$ cat config.mk
export PLATFORM = sky130hd
export DESIGN_NAME = z80_branch_resolve_core_flat
export DESIGN_NICKNAME = d
export VERILOG_FILES = /design/src/sv/z80br_pkg.sv /design/src/sv/z80br_in_if.sv /design/src/sv/z80br_out_if.sv /design/src/sv/z80br_decode.sv /design/src/sv/z80br_exec.sv /design/src/sv/z80br_select.sv /design/src/sv/z80_branch_resolve_core.sv /design/src/flat_wrapper.sv
export SDC_FILE = /design/constraint.sdc
export NUM_CORES = 1
export LEC_CHECK = 0
export ABC_AREA = 1
export BUFFER_PORTS_ARGS = -buffer_cell sky130_fd_sc_hd__buf_2
export CAP_MARGIN = 20
export CORE_ASPECT_RATIO = 0.6
export CORE_MARGIN = 5
export CORE_UTILIZATION = 40
export CTS_CLUSTER_SIZE = 14
export DETAILED_ROUTE_END_ITERATION = 10
export PLACE_DENSITY_LB_ADDON = 0.08
export SLEW_MARGIN = 40
export SYNTH_ARGS = -nofsm -noshare
export SYNTH_HDL_FRONTEND = slang
export SYNTH_SLANG_ARGS = --single-unit
$ cat constraint.sdc
create_clock -name clk -period 8.7 [get_ports clk]
set_input_delay 1.305 -clock clk [delete_from_list [all_inputs] [get_ports clk]]
set_output_delay 1.305 -clock clk [all_outputs]
set_load 0.01 [all_outputs]
$ cat src/sv/z80br_pkg.sv
// ----------------------------------------------------------------------------
// z80br_pkg
// Shared types and constants for the Z80 branch resolve pipeline.
// ----------------------------------------------------------------------------
package z80br_pkg;

  // control-flow instruction kinds
  typedef enum logic [3:0] {
    ACT_NOP     = 4'd0,
    ACT_DJNZ    = 4'd1,
    ACT_JR      = 4'd2,
    ACT_JR_CC   = 4'd3,
    ACT_JP      = 4'd4,
    ACT_JP_CC   = 4'd5,
    ACT_JP_HL   = 4'd6,
    ACT_CALL    = 4'd7,
    ACT_CALL_CC = 4'd8,
    ACT_RET     = 4'd9,
    ACT_RET_CC  = 4'd10,
    ACT_RST     = 4'd11
  } action_t;

  // condition codes from opcode bits 5:3
  typedef enum logic [2:0] {
    CC_NZ = 3'd0,
    CC_Z  = 3'd1,
    CC_NC = 3'd2,
    CC_C  = 3'd3,
    CC_PO = 3'd4,
    CC_PE = 3'd5,
    CC_P  = 3'd6,
    CC_M  = 3'd7
  } cond_t;

  localparam logic [7:0]  RST_MASK   = 8'h38;
  localparam logic [15:0] STACK_STEP = 16'd2;

  // one incoming request
  typedef struct packed {
    logic [3:0]  action;
    logic [7:0]  opcode;
    logic [15:0] operand;
    logic [15:0] pc;
    logic        flag_s;
    logic        flag_z;
    logic        flag_pv;
    logic        flag_c;
    logic [7:0]  reg_b;
    logic [15:0] hl;
    logic [15:0] sp;
    logic [15:0] popped_value;
  } in_item_t;

  // after decode: condition resolved, offset sign-extended
  typedef struct packed {
    logic [3:0]  action;
    logic        cond;
    logic [15:0] offset;
    logic [7:0]  rst_vec;
    logic [15:0] operand;
    logic [15:0] pc;
    logic [7:0]  reg_b;
    logic [15:0] hl;
    logic [15:0] sp;
    logic [15:0] popped_value;
  } dec_t;

  // after execute: all candidate values computed
  typedef struct packed {
    logic [3:0]  action;
    logic        cond;
    logic [7:0]  rst_vec;
    logic [15:0] operand;
    logic [15:0] pc;
    logic [15:0] rel_pc;
    logic [15:0] pc_inc;
    logic [7:0]  b_dec;
    logic        b_dec_zero;
    logic [7:0]  reg_b;
    logic [15:0] hl;
    logic [15:0] sp;
    logic [15:0] sp_dec;
    logic [15:0] sp_inc;
    logic [15:0] popped_value;
  } ex_t;

  // one result
  typedef struct packed {
    logic [15:0] next_pc;
    logic [7:0]  next_b;
    logic [15:0] next_sp;
    logic        push_valid;
    logic [15:0] push_value;
    logic        pop_used;
    logic        memptr_write;
    logic [15:0] memptr_value;
    logic        taken;
  } out_item_t;

endpackage

$ cat src/sv/z80br_in_if.sv
// ----------------------------------------------------------------------------
// z80br_in_if
// Instruction request channel: valid/ready handshake with payload fields.
// ----------------------------------------------------------------------------
interface z80br_in_if;

  logic        valid;
  logic        ready;
  logic [3:0]  action;
  logic [7:0]  opcode;
  logic [15:0] operand;
  logic [15:0] pc;
  logic        flag_s;
  logic        flag_z;
  logic        flag_pv;
  logic        flag_c;
  logic [7:0]  reg_b;
  logic [15:0] hl;
  logic [15:0] sp;
  logic [15:0] popped_value;

  modport source (
    output valid, action, opcode, operand, pc, flag_s, flag_z, flag_pv, flag_c,
           reg_b, hl, sp, popped_value,
    input  ready
  );

  modport sink (
    input  valid, action, opcode, operand, pc, flag_s, flag_z, flag_pv, flag_c,
           reg_b, hl, sp, popped_value,
    output ready
  );

endinterface

$ cat src/sv/z80br_out_if.sv
// ----------------------------------------------------------------------------
// z80br_out_if
// Result channel: valid/ready handshake with the resolved branch fields.
// ----------------------------------------------------------------------------
interface z80br_out_if;

  logic        valid;
  logic        ready;
  logic [15:0] next_pc;
  logic [7:0]  next_b;
  logic [15:0] next_sp;
  logic        push_valid;
  logic [15:0] push_value;
  logic        pop_used;
  logic        memptr_write;
  logic [15:0] memptr_value;
  logic        taken;

  modport source (
    output valid, next_pc, next_b, next_sp, push_valid, push_value, pop_used,
           memptr_write, memptr_value, taken,
    input  ready
  );

  modport sink (
    input  valid, next_pc, next_b, next_sp, push_valid, push_value, pop_used,
           memptr_write, memptr_value, taken,
    output ready
  );

endinterface

$ cat src/sv/z80br_decode.sv
// ----------------------------------------------------------------------------
// z80br_decode
// Stage 1: condition evaluation, offset sign extension, restart vector.
// ----------------------------------------------------------------------------
module z80br_decode import z80br_pkg::*; (
  input  logic     clk,
  input  logic     rst,
  input  logic     en,
  input  logic     valid_in,
  input  in_item_t item,
  output logic     valid,
  output dec_t     dec
);

  logic cond8;
  logic cond4;
  dec_t dec_next;

  // full eight-way condition from opcode bits 5:3
  always_comb begin
    case (cond_t'(item.opcode[5:3]))
      CC_NZ:   cond8 = !item.flag_z;
      CC_Z:    cond8 = item.flag_z;
      CC_NC:   cond8 = !item.flag_c;
      CC_C:    cond8 = item.flag_c;
      CC_PO:   cond8 = !item.flag_pv;
      CC_PE:   cond8 = item.flag_pv;
      CC_P:    cond8 = !item.flag_s;
      CC_M:    cond8 = item.flag_s;
      default: cond8 = 1'b0;
    endcase
  end

  // jr cc tests only nz/z/nc/c from bits 4:3
  always_comb begin
    case (cond_t'({1'b0, item.opcode[4:3]}))
      CC_NZ:   cond4 = !item.flag_z;
      CC_Z:    cond4 = item.flag_z;
      CC_NC:   cond4 = !item.flag_c;
      default: cond4 = item.flag_c;
    endcase
  end

  // pack the decoded request
  always_comb begin
    dec_next.action       = item.action;
    dec_next.cond         = (item.action == ACT_JR_CC) ? cond4 : cond8;
    dec_next.offset       = {{8{item.operand[7]}}, item.operand[7:0]};
    dec_next.rst_vec      = item.opcode & RST_MASK;
    dec_next.operand      = item.operand;
    dec_next.pc           = item.pc;
    dec_next.reg_b        = item.reg_b;
    dec_next.hl           = item.hl;
    dec_next.sp           = item.sp;
    dec_next.popped_value = item.popped_value;
  end

  // stage register
  always_ff @(posedge clk) begin
    if (rst) begin
      valid <= 1'b0;
    end else if (en) begin
      valid <= valid_in;
    end
    if (en) begin
      dec <= dec_next;
    end
  end

endmodule

$ cat src/sv/z80br_exec.sv
// ----------------------------------------------------------------------------
// z80br_exec
// Stage 2: address and counter arithmetic, all wrapping.
// ----------------------------------------------------------------------------
module z80br_exec import z80br_pkg::*; (
  input  logic clk,
  input  logic rst,
  input  logic en,
  input  logic valid_in,
  input  dec_t dec,
  output logic valid,
  output ex_t  ex
);

  ex_t ex_next;

  // candidate targets and updated registers
  always_comb begin
    ex_next.action       = dec.action;
    ex_next.cond         = dec.cond;
    ex_next.rst_vec      = dec.rst_vec;
    ex_next.operand      = dec.operand;
    ex_next.pc           = dec.pc;
    ex_next.rel_pc       = dec.pc + dec.offset;
    ex_next.pc_inc       = dec.pc + 16'd1;
    ex_next.b_dec        = dec.reg_b - 8'd1;
    ex_next.b_dec_zero   = (dec.reg_b == 8'd1);
    ex_next.reg_b        = dec.reg_b;
    ex_next.hl           = dec.hl;
    ex_next.sp           = dec.sp;
    ex_next.sp_dec       = dec.sp - STACK_STEP;
    ex_next.sp_inc       = dec.sp + STACK_STEP;
    ex_next.popped_value = dec.popped_value;
  end

  // stage register
  always_ff @(posedge clk) begin
    if (rst) begin
      valid <= 1'b0;
    end else if (en) begin
      valid <= valid_in;
    end
    if (en) begin
      ex <= ex_next;
    end
  end

endmodule

$ cat src/sv/z80br_select.sv
// ----------------------------------------------------------------------------
// z80br_select
// Stage 3: picks outputs per instruction kind into the result register.
// ----------------------------------------------------------------------------
module z80br_select import z80br_pkg::*; (
  input  logic      clk,
  input  logic      rst,
  input  logic      en,
  input  logic      valid_in,
  input  ex_t       ex,
  output logic      valid,
  output out_item_t res
);

  out_item_t res_next;

  // per-kind result selection
  always_comb begin
    res_next.next_pc      = ex.pc;
    res_next.next_b       = ex.reg_b;
    res_next.next_sp      = ex.sp;
    res_next.push_valid   = 1'b0;
    res_next.push_value   = 16'd0;
    res_next.pop_used     = 1'b0;
    res_next.memptr_write = 1'b0;
    res_next.memptr_value = 16'd0;
    res_next.taken        = 1'b0;
    case (ex.action)
      ACT_DJNZ: begin
        res_next.next_b = ex.b_dec;
        if (!ex.b_dec_zero) begin
          res_next.next_pc = ex.rel_pc;
          res_next.taken   = 1'b1;
        end
      end
      ACT_JR: begin
        res_next.next_pc      = ex.rel_pc;
        res_next.taken        = 1'b1;
        res_next.memptr_write = 1'b1;
        res_next.memptr_value = ex.rel_pc;
      end
      ACT_JR_CC: begin
        if (ex.cond) begin
          res_next.next_pc = ex.rel_pc;
          res_next.taken   = 1'b1;
        end
      end
      ACT_JP: begin
        res_next.next_pc      = ex.operand;
        res_next.taken        = 1'b1;
        res_next.memptr_write = 1'b1;
        res_next.memptr_value = ex.operand;
      end
      ACT_JP_CC: begin
        res_next.memptr_write = 1'b1;
        res_next.memptr_value = ex.operand;
        if (ex.cond) begin
          res_next.next_pc = ex.operand;
          res_next.taken   = 1'b1;
        end
      end
      ACT_JP_HL: begin
        res_next.next_pc = ex.hl;
        res_next.taken   = 1'b1;
      end
      ACT_CALL, ACT_CALL_CC: begin
        res_next.memptr_write = 1'b1;
        res_next.memptr_value = ex.operand;
        if (ex.action == ACT_CALL || ex.cond) begin
          res_next.next_sp    = ex.sp_dec;
          res_next.push_valid = 1'b1;
          res_next.push_value = ex.pc;
          res_next.next_pc    = ex.operand;
          res_next.taken      = 1'b1;
        end
      end
      ACT_RET: begin
        res_next.next_pc      = ex.popped_value;
        res_next.next_sp      = ex.sp_inc;
        res_next.pop_used     = 1'b1;
        res_next.taken        = 1'b1;
        res_next.memptr_write = 1'b1;
        res_next.memptr_value = ex.popped_value;
      end
      ACT_RET_CC: begin
        if (ex.cond) begin
          res_next.next_pc  = ex.popped_value;
          res_next.next_sp  = ex.sp_inc;
          res_next.pop_used = 1'b1;
          res_next.taken    = 1'b1;
        end
      end
      ACT_RST: begin
        res_next.next_sp      = ex.sp_dec;
        res_next.push_valid   = 1'b1;
        res_next.push_value   = ex.pc_inc;
        res_next.next_pc      = {8'd0, ex.rst_vec};
        res_next.taken        = 1'b1;
        res_next.memptr_write = 1'b1;
        res_next.memptr_value = {8'd0, ex.rst_vec};
      end
      default: begin
      end
    endcase
  end

  // output register
  always_ff @(posedge clk) begin
    if (rst) begin
      valid <= 1'b0;
    end else if (en) begin
      valid <= valid_in;
    end
    if (en) begin
      res <= res_next;
    end
  end

endmodule

$ cat src/sv/z80_branch_resolve_core.sv
// An accepted request passes through the decode, arithmetic and select registers to the output.
// Throughput: one request per cycle; the three stage registers (decode,
// arithmetic, select) advance together whenever the output is empty or taken.
// Reset: synchronous active-high rst clears all stage valid bits; the
// pipeline then holds no requests and ready is high.
// ----------------------------------------------------------------------------
// z80_branch_resolve_core
// Resolves Z80 control-flow instructions through a three-stage pipeline.
// ----------------------------------------------------------------------------
module z80_branch_resolve_core import z80br_pkg::*; (
  input logic       clk,
  input logic       rst,
  z80br_in_if.sink  instr,
  z80br_out_if.source result
);

  logic      advance;
  in_item_t  item;
  logic      dec_valid;
  dec_t      dec;
  logic      ex_valid;
  ex_t       ex;
  logic      res_valid;
  out_item_t res;

  // whole pipe moves when the output slot is free or being drained
  assign advance     = !res_valid || result.ready;
  assign instr.ready = advance;

  // gather the request payload
  always_comb begin
    item.action       = instr.action;
    item.opcode       = instr.opcode;
    item.operand      = instr.operand;
    item.pc           = instr.pc;
    item.flag_s       = instr.flag_s;
    item.flag_z       = instr.flag_z;
    item.flag_pv      = instr.flag_pv;
    item.flag_c       = instr.flag_c;
    item.reg_b        = instr.reg_b;
    item.hl           = instr.hl;
    item.sp           = instr.sp;
    item.popped_value = instr.popped_value;
  end

  z80br_decode u_decode (
    .clk      (clk),
    .rst      (rst),
    .en       (advance),
    .valid_in (instr.valid),
    .item     (item),
    .valid    (dec_valid),
    .dec      (dec)
  );

  z80br_exec u_exec (
    .clk      (clk),
    .rst      (rst),
    .en       (advance),
    .valid_in (dec_valid),
    .dec      (dec),
    .valid    (ex_valid),
    .ex       (ex)
  );

  z80br_select u_select (
    .clk      (clk),
    .rst      (rst),
    .en       (advance),
    .valid_in (ex_valid),
    .ex       (ex),
    .valid    (res_valid),
    .res      (res)
  );

  // drive the result channel
  assign result.valid        = res_valid;
  assign result.next_pc      = res.next_pc;
  assign result.next_b       = res.next_b;
  assign result.next_sp      = res.next_sp;
  assign result.push_valid   = res.push_valid;
  assign result.push_value   = res.push_value;
  assign result.pop_used     = res.pop_used;
  assign result.memptr_write = res.memptr_write;
  assign result.memptr_value = res.memptr_value;
  assign result.taken        = res.taken;

endmodule

$ cat src/flat_wrapper.sv
// flat-port wrapper written by rule: the top's interface ports become plain ports
module z80_branch_resolve_core_flat import z80br_pkg::*;
  (clk, rst, instr_valid, instr_action, instr_opcode, instr_operand, instr_pc, instr_flag_s, instr_flag_z, instr_flag_pv, instr_flag_c, instr_reg_b, instr_hl, instr_sp, instr_popped_value, instr_ready, result_valid, result_next_pc, result_next_b, result_next_sp, result_push_valid, result_push_value, result_pop_used, result_memptr_write, result_memptr_value, result_taken, result_ready);
  z80br_in_if instr_i ();
  z80br_out_if result_i ();
  input logic clk;
  input logic rst;
  input wire logic [$bits(instr_i.valid)-1:0] instr_valid;
  input wire logic [$bits(instr_i.action)-1:0] instr_action;
  input wire logic [$bits(instr_i.opcode)-1:0] instr_opcode;
  input wire logic [$bits(instr_i.operand)-1:0] instr_operand;
  input wire logic [$bits(instr_i.pc)-1:0] instr_pc;
  input wire logic [$bits(instr_i.flag_s)-1:0] instr_flag_s;
  input wire logic [$bits(instr_i.flag_z)-1:0] instr_flag_z;
  input wire logic [$bits(instr_i.flag_pv)-1:0] instr_flag_pv;
  input wire logic [$bits(instr_i.flag_c)-1:0] instr_flag_c;
  input wire logic [$bits(instr_i.reg_b)-1:0] instr_reg_b;
  input wire logic [$bits(instr_i.hl)-1:0] instr_hl;
  input wire logic [$bits(instr_i.sp)-1:0] instr_sp;
  input wire logic [$bits(instr_i.popped_value)-1:0] instr_popped_value;
  output wire logic [$bits(instr_i.ready)-1:0] instr_ready;
  output wire logic [$bits(result_i.valid)-1:0] result_valid;
  output wire logic [$bits(result_i.next_pc)-1:0] result_next_pc;
  output wire logic [$bits(result_i.next_b)-1:0] result_next_b;
  output wire logic [$bits(result_i.next_sp)-1:0] result_next_sp;
  output wire logic [$bits(result_i.push_valid)-1:0] result_push_valid;
  output wire logic [$bits(result_i.push_value)-1:0] result_push_value;
  output wire logic [$bits(result_i.pop_used)-1:0] result_pop_used;
  output wire logic [$bits(result_i.memptr_write)-1:0] result_memptr_write;
  output wire logic [$bits(result_i.memptr_value)-1:0] result_memptr_value;
  output wire logic [$bits(result_i.taken)-1:0] result_taken;
  input wire logic [$bits(result_i.ready)-1:0] result_ready;
  assign instr_i.valid = instr_valid;
  assign instr_i.action = instr_action;
  assign instr_i.opcode = instr_opcode;
  assign instr_i.operand = instr_operand;
  assign instr_i.pc = instr_pc;
  assign instr_i.flag_s = instr_flag_s;
  assign instr_i.flag_z = instr_flag_z;
  assign instr_i.flag_pv = instr_flag_pv;
  assign instr_i.flag_c = instr_flag_c;
  assign instr_i.reg_b = instr_reg_b;
  assign instr_i.hl = instr_hl;
  assign instr_i.sp = instr_sp;
  assign instr_i.popped_value = instr_popped_value;
  assign instr_ready = instr_i.ready;
  assign result_valid = result_i.valid;
  assign result_next_pc = result_i.next_pc;
  assign result_next_b = result_i.next_b;
  assign result_next_sp = result_i.next_sp;
  assign result_push_valid = result_i.push_valid;
  assign result_push_value = result_i.push_value;
  assign result_pop_used = result_i.pop_used;
  assign result_memptr_write = result_i.memptr_write;
  assign result_memptr_value = result_i.memptr_value;
  assign result_taken = result_i.taken;
  assign result_i.ready = result_ready;
  z80_branch_resolve_core u_core (.clk(clk), .rst(rst), .instr(instr_i), .result(result_i));
endmodule
==> metrics.md, run 1 <==
| Metric | Value |
|---|---|
| Status | finished, final reports clean |
| Most common cell in the netlist | nand2_1 |
| Peak supply drop | between 0.1 and 0.15 mV |
| Core Region | 37500 µm² |
| Synth Area in Compound Gates | ~4.4% |
| Grt ovf | 0 |
| Slowest-stage cell, CP | clkinvlp_4 |
| Max stage delay on crit path | 0.30 ns |
| Switching Fraction | about 25% |
| Simple-Gate Fraction of Synth Area | a little under a fifth |
| Hold path cells | 0 |
| Startpoint types | primary input |
| CP Capture Type | output port |
| Multiplexer share of the synthesized area | 0.0662% |
| Wire per inst | ~19 µm |
| Critical path arrival | 2.20 ns |
| Slew headroom | about 44% |
| Post-synthesis xor/xnor area fraction | 3.19% |
| Post-synth net total | 1507 |
| Critical path class | in2out |
| Synth warn | 0 |
| Initial DRC Count | 1106 |
| Tightest Pin Transition | 0.837 ns |
| CP Data Required Time | 7.39 ns |
| WHS | approximately 0.42 ns |
| Final TNS setup | 0 ns |
| #FFs+latches synth | 341 |
| CP most frequent cell | buf_2 |
| Residual DRC | 0 |
| Ant diodes | 0 |
| Share of cells above drive strength 1 | 17.4% |
| DR vias | 10600 |
| PD cells | 228 nW/µm² |
| All-Layer GR Usage | 18.7% |
| R2R depth | 6 |
| Starting Density | 40.3% |
| Synth top area share | 67.1% |
| Hold Vio Cnt, Final | 0 |
| Final setup vio count | 0 |
| Nets | ~1700 |
| Clk pwr share | 37.1% |
| Worst Hold Class | reg2reg |
| DR pass1 iterations | 6 |
| Combinational share of power | 11.5% |
| Synthesis-to-finish area growth | 17.3% |
| I/O Buffers | 180 |
| Critical-path cell list | buf_2 > nor2_1 > clkinvlp_4 > buf_2 |
| Initial antenna violation count | 1 |
| Synth Area in Adders | 1.79% |
| Die Ht | 161 µm |
| Reg power frac | 51.4% |
| Syn_area_per_cell | about 11 µm² |
| Max clock buf depth | 3 |
| Gate Count Post-Synth | 1378 |
| Row Count | 55 |
| Top cells by count, synth | 362 x nand2_1, 338 x edfxtp_1, 177 x nor2_1 |
| Fillers | roughly 3500 |
| Die area | 41900 µm² |
| Final min period | 3.50 ns |
| Post-CTS Setup Inserts | 0 |
| Pin count of the biggest net entering global routing | 81 |
| Final period util | 40.3% |
| EDFF count, synth | roughly 340 |
| Final ANT Viol Nets | 0 |
| Post-synthesis sequential area ratio | 67.5% |
| GP Congestion | 0.893 |
| TritonCTS clock tree | yes |
| Internal power | roughly 3 mW |
| TritonCTS Buffers | 36 |
| Routed WL | 40000 µm |
| Clk sinks | 341 |
| Clock transition at path regs | 0.05 ns |
| Fin. max-slew vios | 0 |
| Max Fanout on Critical Path | 9 |
| P_sw | 1.02 mW |
| Synth area leaders | edfxtp_1 67%, nand2_1 9.0%, nor2_1 4.4% |
| Yosys cell types | 37 |
| HPWL after DPL | 29100 µm |
| Post-synthesis cell area | 15100 µm² |
| Global-route wire length before repair | roughly 60000 µm |
| Fmax | 0.285 GHz |
| Number of I/O pins | 186 |
| Vias in the first global route | approximately 10000 |
| Hold-fix buffers at CTS | 0 |
| Post-cts resize count | 0 |
| Main synth FF type | edfxtp_1 |
| Worst skew pair latency | between 0.5 and 0.6 ns |
| Main combinational cell family by area after synthesis | simple AND/OR/NAND/NOR gates |
| Yosys top cell by area | edfxtp_1 |
| Htree depth | 2 |
| Async S/R FF share, synth | 0% |
| P_leak | between 7 and 8 nW |
| Final Skew | around 0.013 ns |
| Max_cap viols | 0 |
| RSZ-0062 raised after global routing | no |
| Die Wd | 261 µm |
| Root Driver | clkbuf_16 |
| DR vias/cell | 5.03 |
## registers in the layout, summed over array words and instances, names as in the netlist
register	count
u_core.u_decode.valid	1
u_core.u_select.res	76
u_core.u_exec.valid	1
u_core.u_decode.dec	96
u_core.u_exec.ex	166
u_core.u_select.valid	1
## worst paths after layout
| kind | startpoint | to | slack (ns) |
|---|---|---|---|
| max | result_ready | instr_ready | 5.20 |
| min | u_core.u_decode.dec[42] | u_core.u_exec.ex[74] | 0.42 |
| max reg2reg | u_core.u_select.valid | u_core.u_exec.ex[94] | 5.80 |
| min reg2reg | u_core.u_decode.dec[42] | u_core.u_exec.ex[74] | 0.42 |
## critical path: cells and delay by family
kind	cells	cell delay, ns
buffers and inverters	3	0.61
and+or+nand+nor	1	0.29
## area by class of cell
| type | count | area (µm²) | share of cell area, % |
|---|---|---|---|
| well taps | 513 | 642 | 3.62 |
| clock buffers | 46 | 960 | 5.41 |
| clock inverters | 17 | 166 | 0.938 |
| multi-input cells | 890 | 4350 | 24.6 |
| flip-flops and latches | 341 | 10200 | 57.6 |
| inverters | 109 | 413 | 2.33 |
| repair buffers | 190 | 987 | 5.57 |
## through the flow
stage / std cells / instance area [µm²] / worst slack (ns) / power [mW] / utilization [%]
finish: 2106 / 17700 / 5.20 / 4.04 / 47.3
global route: 2106 / 17700 / 5.10 / 4.22 / 47.3
CTS: 2106 / 17700 / 5.17 / 4.08 / 47.2
detailed placement: 2043 / 16600 / 4.70 / 2.57 / 44.2
global placement: 2043 / 16600 / 4.26 / 2.56 / 44.1
floorplan: 1378 / 15100 / 1.52 / 2.37 / -
## cell usage in the layout (no fill, tap or decap), types with 3 or more instances in the layout
cell type and instances:
xor2_1 47, a21oi_1 41, o21ai_1 11, buf_6 3, ha_1 20, o221ai_1 3, dfxtp_1 3, edfxtp_1 338
nor4_1 5, clkbuf_16 37, clkbuf_1 9, inv_2 8, buf_4 7, nand2_1 362, or2_2 6, o21bai_1 7
nor2_2 10, nand4_1 14, clkinv_1 8, buf_2 180, o21ai_0 52, inv_1 100, nor2_1 172, nor2_4 7
nand3_1 95, xnor2_1 8, nor3b_1 4, nand2_2 4, bufinv_16 3, nor3_1 8
## power by group through the flow
stage	Sequential [mW]	Clock, mW	Combinational (mW)
2_1_floorplan	2.11	0	0.262
3_3_place_gp	2.11	0	0.458
3_5_place_dp	2.11	0	0.462
4_1_cts	2.07	1.54	0.464
5_1_grt	2.09	1.61	0.517
6_report	2.07	1.50	0.465
## per-layer routing
layer / GRT usage, % / up-vias / part of all wire, %
li1: - / 5068 / -
met5: 0 / - / 0
met4: 4.65 / 0 / 2.0
met2: 26.3 / 403 / 41
met3: 3.82 / 66 / 8.2
met1: 29.7 / 5046 / 48
## logic make-up (layout without fill, tap and decap cells)
logic type,count (synthesis),count (layout)
mux,1,1
fa+ha+maj,21,21
xor+xnor,55,55
buf+inv,147,362
simple gates,691,691
compound gates,122,122
flops,341,341
No activity file was read; power rests on OpenSTA's default activity.
==> run 2: changes to the inputs <==
==> constraint.sdc (replaced) <==
create_clock -name clk -period 3.7 [get_ports clk]
set_input_delay 0.555 -clock clk [delete_from_list [all_inputs] [get_ports clk]]
set_output_delay 0.555 -clock clk [all_outputs]
set_load 0.01 [all_outputs]
==> run 2 against run 1 <==
  * Routed wire length rose by 0.84%
  * Design area about the same
  * Via count rose by 0.36%
  * Combinational power increased by 140%
  * Clock power rose by 120%
  * Flip-flop and latch count did not move
  * Critical endpoint is now u_core.u_select.res[40]
==> metrics.md, run 2 (synthesized netlist as in run 1, its figures left out) <==
| Metric | Value |
|---|---|
| Final Skew | 0.0177 ns |
| Commonest non-fill, non-tap cell in the layout | nand2_1 |
| Starting Density | 40.3% |
| Pin count of the biggest net entering global routing | roughly 140 |
| DR vias/cell | 5.03 |
| RR Endpoint | u_core.u_select.res[40] |
| Startpoint types | flip-flop |
| DR pass1 iterations | 5 |
| HPWL after DPL | 29100 µm |
| Max Fanout on Critical Path | 16 |
| CP Capture Type | flip-flop |
| Row Count | 55 |
| Final non-filler cell total | 2110 |
| Hold-fix buffers at CTS | 0 |
| Initial DRC Count | approximately 1300 |
| Most frequent cells in the layout | 362 x nand2_1, 338 x edfxtp_1, 180 x buf_2, 174 x nor2_1, 99 x inv_1 |
| Root Driver | clkbuf_16 |
| Tightest Pin Transition | 0.838 ns |
| PnR worst setup slack | 1.28 ns |
| Core Region | 37500 µm² |
| TritonCTS Buffers | 35 |
| Clk sinks | 341 |
| CP Data Required Time | 3.97 ns |
| Post-layout util | 47.3% |
| Fmax | 0.413 GHz |
| Die Ht | 161 µm |
| Placed cell count | 2049 |
| Status | finished, final reports clean |
| Hold Vio Cnt, Final | 0 |
| Worst Hold Class | in2reg |
| Final min period | 2.42 ns |
| Worst skew pair latency | 0.53 ns |
| P_leak | 7.62 nW |
| Global-route wire length before repair | 59900 µm |
| Max stage delay on crit path | 0.52 ns |
| DR vias | 10600 |
| Nets | 1702 |
| Largest reg by FF count | u_core.u_exec.ex |
| Die Wd | 261 µm |
| Fin. max-slew vios | 0 |
| Synthesis-to-finish area growth | 17.2% |
| Placed cell areas | about 17000 µm² |
| Final TNS setup | 0 ns |
| R2R depth | 6 |
| Post-CTS Setup Inserts | 0 |
| Flop2flop setup slack | 1.28 ns |
| Critical-path cell list | nor2_4 > nand2_1 > o21ai_1 > nor2_4 > nand2_1 > nand3_1 |
| Residual DRC | 0 |
| GP Congestion | 0.887 |
| TritonCTS clock tree | yes |
| Max_cap viols | 0 |
| Critical path class | reg2reg |
| Slew headroom | roughly 44% |
| Hold path cells | 1 |
| Pre-CTS WS | 1.31 ns |
| PD cells | 526 nW/µm² |
| Final setup vio count | 0 |
| Grt ovf | 0 |
| Initial antenna violation count | 1 |
| Number of I/O pins | 186 |
| Final period util | 65.4% |
| Final ANT Viol Nets | 0 |
| Wire per inst | 19.1 µm |
| Final non-filler cell area | 17700 µm² |
| RSZ-0062 raised after global routing | no |
| I/O Buffers | between 150 and 200 |
| WHS | between 0.15 and 0.2 ns |
| Max clock buf depth | 3 |
| Largest register FFs | 166 |
| Reg2reg start | u_core.u_exec.ex[170] |
| Largest regs | u_core.u_exec.ex x166, u_core.u_decode.dec x96, u_core.u_select.res x76 |
| Share of cells above drive strength 1 | 17.7% |
| Routed WL | 40400 µm |
| Buf+Inv Stages, Crit Path | 0 |
| Hold Path Origin | instr_sp[9] |
| Slowest-stage cell, CP | edfxtp_1 |
| Die area | around 42000 µm² |
| Clock transition at path regs | ~0.06 ns |
| Peak supply drop | between 0.3 and 0.4 mV |
| Cell family with most CP delay | simple AND/OR/NAND/NOR gates |
| Power Total | between 9 and 10 mW |
| Vias in the first global route | ~10000 |
| Worst-case hold path end point | u_core.u_decode.dec[25] |
| Critical path arrival | 2.69 ns |
| All-Layer GR Usage | 18.8% |
| Htree depth | 2 |
| Post-cts resize count | 0 |
-- run 2: cell types whose count changed in the layout (fill, tap and decap cells not counted), sizes merged --
cell,previous run,this run
inv,110,109
diode,0,1
bufinv,3,1
clkinvlp,2,1
clkinv,11,12
buf,190,196
-- run 2: worst register-to-register path, stage by stage (launching register included) --
cell and delay (ns):
edfxtp_1 0.52, nor2_4 0.32, nand2_1 0.48, o21ai_1 0.46
nor2_4 0.20, nand2_1 0.12, nand3_1 0.09
-- run 2: power by group --
part	total (mW)	switching [mW]	internal [mW]
clock	3.34	1.46	1.88
sequential	4.88	0.205	4.67
combinational	1.10	0.724	0.375
total	9.32	2.39	6.93
-- run 2: layout make-up --
cell class | instances | area (µm²)
multi-input combinational | 890 | 4340
timing repair buffer | 196 | 1060
antenna | 1 | 2.50
sequential | 341 | 10200
tap | 513 | 642
inverter | 109 | 413
clock buffer | 46 | 947
fill | 3511 | 19800
clock inverter | 14 | 114
-- run 2: worst max path at each step --
stage,startpoint,end,cells after the start,slack (ns)
after detailed placement,u_core.u_exec.ex[170],u_core.u_select.res[43],6,1.31
final,u_core.u_exec.ex[170],u_core.u_select.res[40],6,1.28
after CTS,u_core.u_exec.ex[170],u_core.u_select.res[43],6,1.31
after floorplan,result_ready,u_core.u_decode.dec[0],2,-2.49
after global placement,u_core.u_exec.ex[170],u_core.u_select.res[44],6,1.31
after global routing,u_core.u_exec.ex[170],u_core.u_select.res[43],6,1.15
-- run 2: metal layers --
layer  vias to the layer above  global-route usage, %  wire length, µm
met2                       378                   26.2            16900
met4                         0                   5.06              888
met3                        70                   3.91             3140
li1                       5083                      -                -
met5                         -                      0                0
met1                      5090                   29.6            19500
